==> src/hdl/postfix_stack_evaluator_core_defines.svh <==
// ----------------------------------------------------------------------------
// Postfix stack evaluator assertion macros
// Shared check forms for the evaluator RTL.
// ----------------------------------------------------------------------------
`ifndef POSTFIX_STACK_EVALUATOR_CORE_DEFINES_SVH
`define POSTFIX_STACK_EVALUATOR_CORE_DEFINES_SVH

// same-cycle implication, disabled during reset
`define PSEV_ASSERT_IMP(label, clk, rst, ante, cons, msg) \
   label: assert property (@(posedge clk) disable iff (rst) (ante) |-> (cons)) \
      else $error(msg);

// next-cycle implication, disabled during reset
`define PSEV_ASSERT_NXT(label, clk, rst, ante, cons, msg) \
   label: assert property (@(posedge clk) disable iff (rst) (ante) |=> (cons)) \
      else $error(msg);

`endif

==> src/hdl/psev_pkg.sv <==
// ----------------------------------------------------------------------------
// Postfix stack evaluator package
// Shared widths, token and status codes, and the control state type.
// ----------------------------------------------------------------------------
package psev_pkg;

   localparam int VALUE_W  = 32;
   localparam int DEPTH_W  = 7;
   localparam int STATUS_W = 2;
   localparam int OP_W     = 2;
   localparam int STEP_W   = $clog2(VALUE_W);

   // token kinds
   localparam logic KIND_PUSH = 1'b0;
   localparam logic KIND_OPER = 1'b1;

   // operator codes
   localparam logic [OP_W-1:0] OP_ADD = 2'd0;
   localparam logic [OP_W-1:0] OP_SUB = 2'd1;
   localparam logic [OP_W-1:0] OP_MUL = 2'd2;
   localparam logic [OP_W-1:0] OP_DIV = 2'd3;

   // status codes
   localparam logic [STATUS_W-1:0] STAT_OK      = 2'd0;
   localparam logic [STATUS_W-1:0] STAT_UNDER   = 2'd1;
   localparam logic [STATUS_W-1:0] STAT_OVER    = 2'd2;
   localparam logic [STATUS_W-1:0] STAT_DIVZERO = 2'd3;

   typedef enum logic [1:0] {
      ST_IDLE,
      ST_EXEC,
      ST_DIV
   } psev_state_type;

endpackage

==> src/hdl/postfix_stack_evaluator_core.sv <==
// ----------------------------------------------------------------------------
// Postfix stack evaluator core
// Push: never busy, result strobe the cycle after start; one item a cycle.
// Add, subtract, multiply: busy in ST_EXEC (stack read), result strobe right after ST_EXEC.
// Divide: busy through ST_EXEC and ST_DIV until the 32-step radix-2 divider is done.
// Errors (underflow, overflow, divide by zero) answer as fast as a push or add.
// Synchronous reset empties the stack; memory contents are left as they are.
// ----------------------------------------------------------------------------
`include "postfix_stack_evaluator_core_defines.svh"

module postfix_stack_evaluator_core #(
   parameter int STACK_DEPTH = 64
) (
   input  logic                                  clock,
   input  logic                                  reset,
   input  logic                                  start,
   output logic                                  busy,
   input  logic                                  req_kind,
   input  logic signed [psev_pkg::VALUE_W-1:0]   req_value,
   input  logic [psev_pkg::OP_W-1:0]             req_op,
   output logic                                  rsp_strobe,
   output logic signed [psev_pkg::VALUE_W-1:0]   rsp_top_value,
   output logic [psev_pkg::DEPTH_W-1:0]          rsp_depth,
   output logic [psev_pkg::STATUS_W-1:0]         rsp_status
);
   import psev_pkg::*;

   localparam int SP_W   = $clog2(STACK_DEPTH + 1);
   localparam int ADDR_W = $clog2(STACK_DEPTH);

   // The top of stack lives in top_ff; the memory holds the entries below it.
   // Entry i of the stack (i < sp-1) sits at stack_mem[i].
   logic [VALUE_W-1:0]   stack_mem [STACK_DEPTH];
   logic [VALUE_W-1:0]   rd_data_ff;

   psev_state_type       state_ff, state_in;
   logic [SP_W-1:0]      sp_ff, sp_in;
   logic [VALUE_W-1:0]   top_ff, top_in;
   logic [OP_W-1:0]      op_ff, op_in;
   logic                 strobe_ff, strobe_in;
   logic [STATUS_W-1:0]  status_ff, status_in;

   logic                 accept;
   logic                 full;
   logic                 short_stack;
   logic [SP_W-1:0]      sp_m1;
   logic [SP_W-1:0]      sp_m2;
   logic                 mem_we;
   logic [VALUE_W-1:0]   left;
   logic [VALUE_W-1:0]   right;
   logic [VALUE_W-1:0]   mul_lo;
   logic                 div_start;
   logic                 div_done;
   logic [VALUE_W-1:0]   div_quot;

   assign accept      = start && (state_ff == ST_IDLE);
   assign full        = (sp_ff >= SP_W'(STACK_DEPTH));
   assign short_stack = (sp_ff < SP_W'(2));
   assign sp_m1       = sp_ff - SP_W'(1);
   assign sp_m2       = sp_ff - SP_W'(2);

   // left operand comes from memory (read issued at accept), right is the top
   assign left   = rd_data_ff;
   assign right  = top_ff;
   assign mul_lo = left * right;

   // ---------------- next state ----------------
   always_comb begin
      state_in = state_ff;
      case (state_ff)
         ST_IDLE: begin
            if (accept && (req_kind == KIND_OPER) && !short_stack) begin
               state_in = ST_EXEC;
            end
         end
         ST_EXEC: begin
            if ((op_ff == OP_DIV) && (right != '0)) begin
               state_in = ST_DIV;
            end else begin
               state_in = ST_IDLE;
            end
         end
         ST_DIV: begin
            if (div_done) begin
               state_in = ST_IDLE;
            end
         end
         default: begin
            state_in = ST_IDLE;
         end
      endcase
   end

   // ---------------- datapath control ----------------
   always_comb begin
      sp_in     = sp_ff;
      top_in    = top_ff;
      op_in     = op_ff;
      strobe_in = 1'b0;
      status_in = status_ff;
      mem_we    = 1'b0;
      div_start = 1'b0;
      case (state_ff)
         ST_IDLE: begin
            if (accept) begin
               op_in = req_op;
               if (req_kind == KIND_PUSH) begin
                  strobe_in = 1'b1;
                  if (full) begin
                     status_in = STAT_OVER;
                  end else begin
                     // old top spills into memory, new value becomes top
                     mem_we    = (sp_ff != '0);
                     top_in    = $unsigned(req_value);
                     sp_in     = sp_ff + SP_W'(1);
                     status_in = STAT_OK;
                  end
               end else if (short_stack) begin
                  strobe_in = 1'b1;
                  status_in = STAT_UNDER;
               end
            end
         end
         ST_EXEC: begin
            case (op_ff)
               OP_ADD: begin
                  top_in    = left + right;
                  sp_in     = sp_m1;
                  strobe_in = 1'b1;
                  status_in = STAT_OK;
               end
               OP_SUB: begin
                  top_in    = left - right;
                  sp_in     = sp_m1;
                  strobe_in = 1'b1;
                  status_in = STAT_OK;
               end
               OP_MUL: begin
                  top_in    = mul_lo;
                  sp_in     = sp_m1;
                  strobe_in = 1'b1;
                  status_in = STAT_OK;
               end
               default: begin
                  // divide: zero divisor leaves both operands in place
                  if (right == '0) begin
                     strobe_in = 1'b1;
                     status_in = STAT_DIVZERO;
                  end else begin
                     div_start = 1'b1;
                  end
               end
            endcase
         end
         ST_DIV: begin
            if (div_done) begin
               top_in    = div_quot;
               sp_in     = sp_m1;
               strobe_in = 1'b1;
               status_in = STAT_OK;
            end
         end
         default: begin
            strobe_in = 1'b0;
         end
      endcase
   end

   // ---------------- registers ----------------
   always_ff @(posedge clock) begin
      if (reset) begin
         state_ff  <= ST_IDLE;
         sp_ff     <= '0;
         strobe_ff <= 1'b0;
      end else begin
         state_ff  <= state_in;
         sp_ff     <= sp_in;
         strobe_ff <= strobe_in;
      end
   end

   always_ff @(posedge clock) begin
      top_ff    <= top_in;
      op_ff     <= op_in;
      status_ff <= status_in;
   end

   // ---------------- operand memory ----------------
   // Writes happen only at a push accept; a read is issued at every accept but
   // only an operator uses it, and an operator accept never writes: no bypass.
   always_ff @(posedge clock) begin
      if (mem_we) begin
         stack_mem[sp_m1[ADDR_W-1:0]] <= top_ff;
      end
   end

   always_ff @(posedge clock) begin
      if (accept) begin
         rd_data_ff <= stack_mem[sp_m2[ADDR_W-1:0]];
      end
   end

   // ---------------- divider ----------------
   psev_div u_div (
      .clock    (clock),
      .reset    (reset),
      .start    (div_start),
      .dividend (left),
      .divisor  (right),
      .done     (div_done),
      .quotient (div_quot)
   );

   // ---------------- result port ----------------
   assign busy          = (state_ff != ST_IDLE);
   assign rsp_strobe    = strobe_ff;
   assign rsp_status    = status_ff;
   assign rsp_depth     = DEPTH_W'(sp_ff);
   assign rsp_top_value = (sp_ff == '0) ? '0 : $signed(top_ff);

   // ---------------- checks ----------------
   `PSEV_ASSERT_IMP(a_strobe_when_idle, clock, reset, strobe_ff, state_ff == ST_IDLE, "result strobe while busy")
   `PSEV_ASSERT_IMP(a_sp_bound, clock, reset, 1'b1, sp_ff <= SP_W'(STACK_DEPTH), "stack pointer beyond depth")
   `PSEV_ASSERT_NXT(a_divzero_keeps, clock, reset, (state_ff == ST_EXEC) && (op_ff == OP_DIV) && (top_ff == '0), strobe_ff && (status_ff == STAT_DIVZERO) && (sp_ff == $past(sp_ff)), "divide by zero changed stack")
   `PSEV_ASSERT_NXT(a_div_pops, clock, reset, (state_ff == ST_DIV) && div_done, strobe_ff && (sp_ff == $past(sp_m1)), "divide result did not pop")

endmodule

==> src/hdl/psev_div.sv <==
// ----------------------------------------------------------------------------
// Postfix stack evaluator divider
// Radix-2 restoring divide on magnitudes, truncating toward zero.
// ----------------------------------------------------------------------------
module psev_div (
   input  logic                           clock,
   input  logic                           reset,
   input  logic                           start,
   input  logic [psev_pkg::VALUE_W-1:0]   dividend,
   input  logic [psev_pkg::VALUE_W-1:0]   divisor,
   output logic                           done,
   output logic [psev_pkg::VALUE_W-1:0]   quotient
);
   import psev_pkg::*;

   logic                 running_ff, running_in;
   logic                 done_ff, done_in;
   logic [STEP_W-1:0]    step_ff, step_in;
   logic [VALUE_W-1:0]   rem_ff, rem_in;
   logic [VALUE_W-1:0]   quo_ff, quo_in;
   logic [VALUE_W-1:0]   mag_ff, mag_in;
   logic                 neg_ff, neg_in;
   logic [VALUE_W:0]     rem_shift;
   logic [VALUE_W:0]     rem_diff;

   assign rem_shift = {rem_ff, quo_ff[VALUE_W-1]};
   assign rem_diff  = rem_shift - {1'b0, mag_ff};

   always_comb begin
      running_in = running_ff;
      done_in    = 1'b0;
      step_in    = step_ff;
      rem_in     = rem_ff;
      quo_in     = quo_ff;
      mag_in     = mag_ff;
      neg_in     = neg_ff;
      if (start) begin
         running_in = 1'b1;
         step_in    = '0;
         rem_in     = '0;
         quo_in     = dividend[VALUE_W-1] ? (VALUE_W'(0) - dividend) : dividend;
         mag_in     = divisor[VALUE_W-1] ? (VALUE_W'(0) - divisor) : divisor;
         neg_in     = dividend[VALUE_W-1] ^ divisor[VALUE_W-1];
      end else if (running_ff) begin
         // one quotient bit per cycle
         if (!rem_diff[VALUE_W]) begin
            rem_in = rem_diff[VALUE_W-1:0];
            quo_in = {quo_ff[VALUE_W-2:0], 1'b1};
         end else begin
            rem_in = rem_shift[VALUE_W-1:0];
            quo_in = {quo_ff[VALUE_W-2:0], 1'b0};
         end
         step_in = step_ff + STEP_W'(1);
         if (step_ff == STEP_W'(VALUE_W - 1)) begin
            running_in = 1'b0;
            done_in    = 1'b1;
         end
      end
   end

   always_ff @(posedge clock) begin
      if (reset) begin
         running_ff <= 1'b0;
         done_ff    <= 1'b0;
      end else begin
         running_ff <= running_in;
         done_ff    <= done_in;
      end
   end

   always_ff @(posedge clock) begin
      step_ff <= step_in;
      rem_ff  <= rem_in;
      quo_ff  <= quo_in;
      mag_ff  <= mag_in;
      neg_ff  <= neg_in;
   end

   assign done     = done_ff;
   assign quotient = neg_ff ? (VALUE_W'(0) - quo_ff) : quo_ff;

endmodule

==> config.mk <==
export PLATFORM = sky130hd
export DESIGN_NAME = postfix_stack_evaluator_core
export DESIGN_NICKNAME = d
export VERILOG_FILES = /design/src/hdl/psev_pkg.sv /design/src/hdl/postfix_stack_evaluator_core.sv /design/src/hdl/psev_div.sv
export VERILOG_INCLUDE_DIRS = /design/src /design/src/hdl
export SDC_FILE = /design/constraint.sdc
export NUM_CORES = 2
export LEC_CHECK = 0
export ABC_CLOCK_PERIOD_IN_PS = 9700
export BUFFER_PORTS_ARGS = -buffer_cell sky130_fd_sc_hd__buf_2
export CAP_MARGIN = 20
export CORE_UTILIZATION = 27
export CTS_BUF_LIST = sky130_fd_sc_hd__clkbuf_4
export DETAILED_ROUTE_END_ITERATION = 7
export GPL_TIMING_DRIVEN = 0
export SYNTH_ARGS = -nofsm -noshare
export SYNTH_HDL_FRONTEND = slang
export SYNTH_SLANG_ARGS = --single-unit
==> constraint.sdc <==
create_clock -name clock -period 9.7 [get_ports clock]
set_input_delay 1.94 -clock clock [delete_from_list [all_inputs] [get_ports clock]]
set_output_delay 1.94 -clock clock [all_outputs]
set_load 0.01 [all_outputs]
==> results.json <==
{
  "critPathLaunchType": "flop",
  "clk_latency_ns": 1.33,
  "grt_antenna_before_repair": 33,
  "setup_violations": 0,
  "arrival_ns": 10.37,
  "synth_common_cells": "2,181 x edfxtp_1, 657 x mux4_2, 444 x inv_1, 410 x fa_1, 364 x nand2_1",
  "die_h_microns": 632,
  "drt_iter0_drc": 7221,
  "core-area_sq_um": 394000,
  "hold_viol_final": 0,
  "synth_area_per_cell_sq_um": 16.9,
  "setup_slack_ns": 0.300,
  "worst_path_most_repeated_cell": "fa_1",
  "seq_area_sq_um": 66500,
  "syn_area_sq_um": 107000,
  "cp_max_fo": 10,
  "clockRootBuffer": "clkbuf_4",
  "grt_max_degree": 43,
  "boundaryPins": 81,
  "synth_fp_nets": 6981,
  "dr_wl_met2_microns": 153000,
  "syn_to_final_growth_pct": 17.4,
  "wl_met1_microns": 131000,
  "worst_pin_slew_ns": 1.27,
  "yosys_register_bits": 2230,
  "num_vias": 62900,
  "drc": 0,
  "slowest_stage": "clkbuf_1",
  "cpPeakStageDelay_ns": 0.75,
  "synth_cell_types": 79,
  "die-area_sq_um": 399000,
  "first_global_vias": 64900,
  "async_reset_ff_share_pct": 0,
  "post-route-period-util_pct": 96.9,
  "dp_slack_ns": 0.262,
  "clock_skew_ns": 0.156,
  "multiInputGateArea_sq_um": 38100,
  "seq_area_frac_synth_pct": 62.1,
  "hp-class": "flop to flop",
  "grt_pass1_wl_microns": 468000,
  "cts_buffers": 566,
  "gr-total-overflow": 0,
  "postRouteAntennaNets": 0,
  "cts.sinks": 2230,
  "maxSlewHeadroom_pct": 15.5,
  "num_rows": 230,
  "synth.largest_area_cell": "edfxtp_1",
  "io_buffers": 80,
  "cts_setup_buffers": 0,
  "fin_util_pct": 31.9,
  "rsz0062_at_grt": "no",
  "cap_violations": 0,
  "initial_core_util_pct": 27.2,
  "fill_cells": 38200,
  "slew_violations": 0,
  "critPathKind": "flop to flop",
  "yosys_warnings": 0,
  "netlist_instances": 6328,
  "place_hpwl_microns": 240000,
  "avgViaCountPerCell": 4.92,
  "htree_levels": 6,
  "final_nets": 7824,
  "ys.flop_type": "edfxtp_1",
  "wl_met3_microns": 31400,
  "synth_top_area_share_pct": 61.2,
  "wirelength_microns": 330000,
  "yosysMostFrequentCell": "edfxtp_1",
  "wl_per_cell_microns": 25.8,
  "synth_edf_count": 2181,
  "layout-drive-gt1-share_pct": 25.1,
  "cts_tree": "done",
  "outcome": "finished clean",
  "place_congestion": 0.950,
  "grtUsageTotal_pct": 16.3,
  "dieWidth_microns": 632,
  "cp-end-kind": "flop",
  "highest_layer": "met5",
  "worstPathRequired_ns": 10.67,
  "cts_buffer_depth": 4,
  "synth_area_leaders": "edfxtp_1 61%, mux4_2 14%, fa_1 7.7%",
  "fmax_mhz": 106,
  "post-route-min-period_ns": 9.40,
  "path_clk_slew_ns": 0.06,
  "drt-pass1-iter-count": 5
}
[stage by stage]
step                      std cells  TNS [ns]  instance area, sq um  hold slack, ns
after floorplan                6328         0                107000           0.467
after global placement        11600     -8.15                114000           0.481
after detailed placement      11800         0                118000           0.503
after CTS                     12700         0                125000           0.513
after global routing          12800         0                126000           0.527
final                         12800         0                126000           0.509
[path summary, 6_finish.rpt]
check / slack, ns / start / to / depth (start not counted)
setup / recovery: 0.30 / right[9] / right[30] / 25
hold / removal: 0.51 / u_div.rem_ff[12] / u_div.rem_ff[12] / 2
setup reg to reg: 0.30 / right[9] / right[30] / 25
hold reg to reg: 0.51 / u_div.rem_ff[12] / u_div.rem_ff[12] / 2
[sequential cells by signal, indices dropped and copies added, names as in the netlist, 5 cells and up]
signal and flops:
u_div.quo_ff 32, rsp_depth 7, u_div.step_ff 5, u_div.rem_ff 32
right 32, stack_mem 2048, left 32, u_div.mag_ff 32
[repair_timing]
action | 4_1_cts | 5_1_grt
hold buffers | 0 | 0
gates resized for setup | 0 | 9
setup endpoints to repair | 0 | 1
[logic make-up (layout without fill, tap and decap cells)]
group	Yosys count	in the layout	synth area share, %
XOR/XNOR	260	260	2.13
buffers and inverters	801	2008	2.82
AO/OA/AOI/OAI	510	510	2.99
adder cells (fa/ha/maj)	615	615	10.1
AND/OR/NAND/NOR	1196	1196	5.53
multiplexers	716	716	14.4
other	0	17	0
flip-flops	2230	2230	62.1
[layer usage]
metal  GRT usage (%)  vias up
li1                -    26000
met1            21.3    32900
met2            25.9     3325
met3            3.94      647
met4            6.65       16
met5               0        -
[cell type report]
type / count / share of cell area (%)
antenna: 17 / 0.0338
timing repair buffer: 275 / 3.72
clock buffer: 812 / 4.85
clock inverter: 120 / 0.636
buffer: 355 / 1.09
sequential: 2230 / 52.9
multi-input combinational: 3297 / 30.3
tap: 5220 / 5.20
inverter: 446 / 1.33
[layout by cell type, fill, tap and decap left out, types with 12 or more instances in the layout]
master,instances
edfxtp_1,2181
o31ai_1,28
and3_1,14
nor2_1,190
clkinv_1,87
ha_1,205
and2_1,312
o21ai_0,101
fa_1,410
nor3_1,39
xnor2_1,191
buf_12,53
a21oi_1,156
nor4_1,14
nand2b_1,37
buf_8,49
a21o_1,45
inv_1,444
nand3_1,38
buf_2,95
or3_1,17
dfxtp_1,49
a221oi_1,19
nor2b_1,54
buf_1,58
bufinv_16,12
clkbuf_4,812
a31oi_1,20
o21ai_1,35
mux2i_1,50
nor2_4,64
nand2_1,364
mux4_2,657
xor2_1,69
clkbuf_1,275
buf_16,87
a211oi_1,28
diode_2,17
[critical path, delay by kind of cell, from the launching register on]
| family | cells | cell delay (ns) |
|---|---|---|
| buf+inv | 8 | 2.03 |
| simple gates | 6 | 1.36 |
| fa+ha+maj | 9 | 3.94 |
| flops | 1 | 0.74 |
| compound gates | 1 | 0.67 |
| mux | 1 | 0.40 |
Power is left out: the tool's default activity adds up to more than one toggle a clock period on the data nets, which glitch-free logic cannot reach.
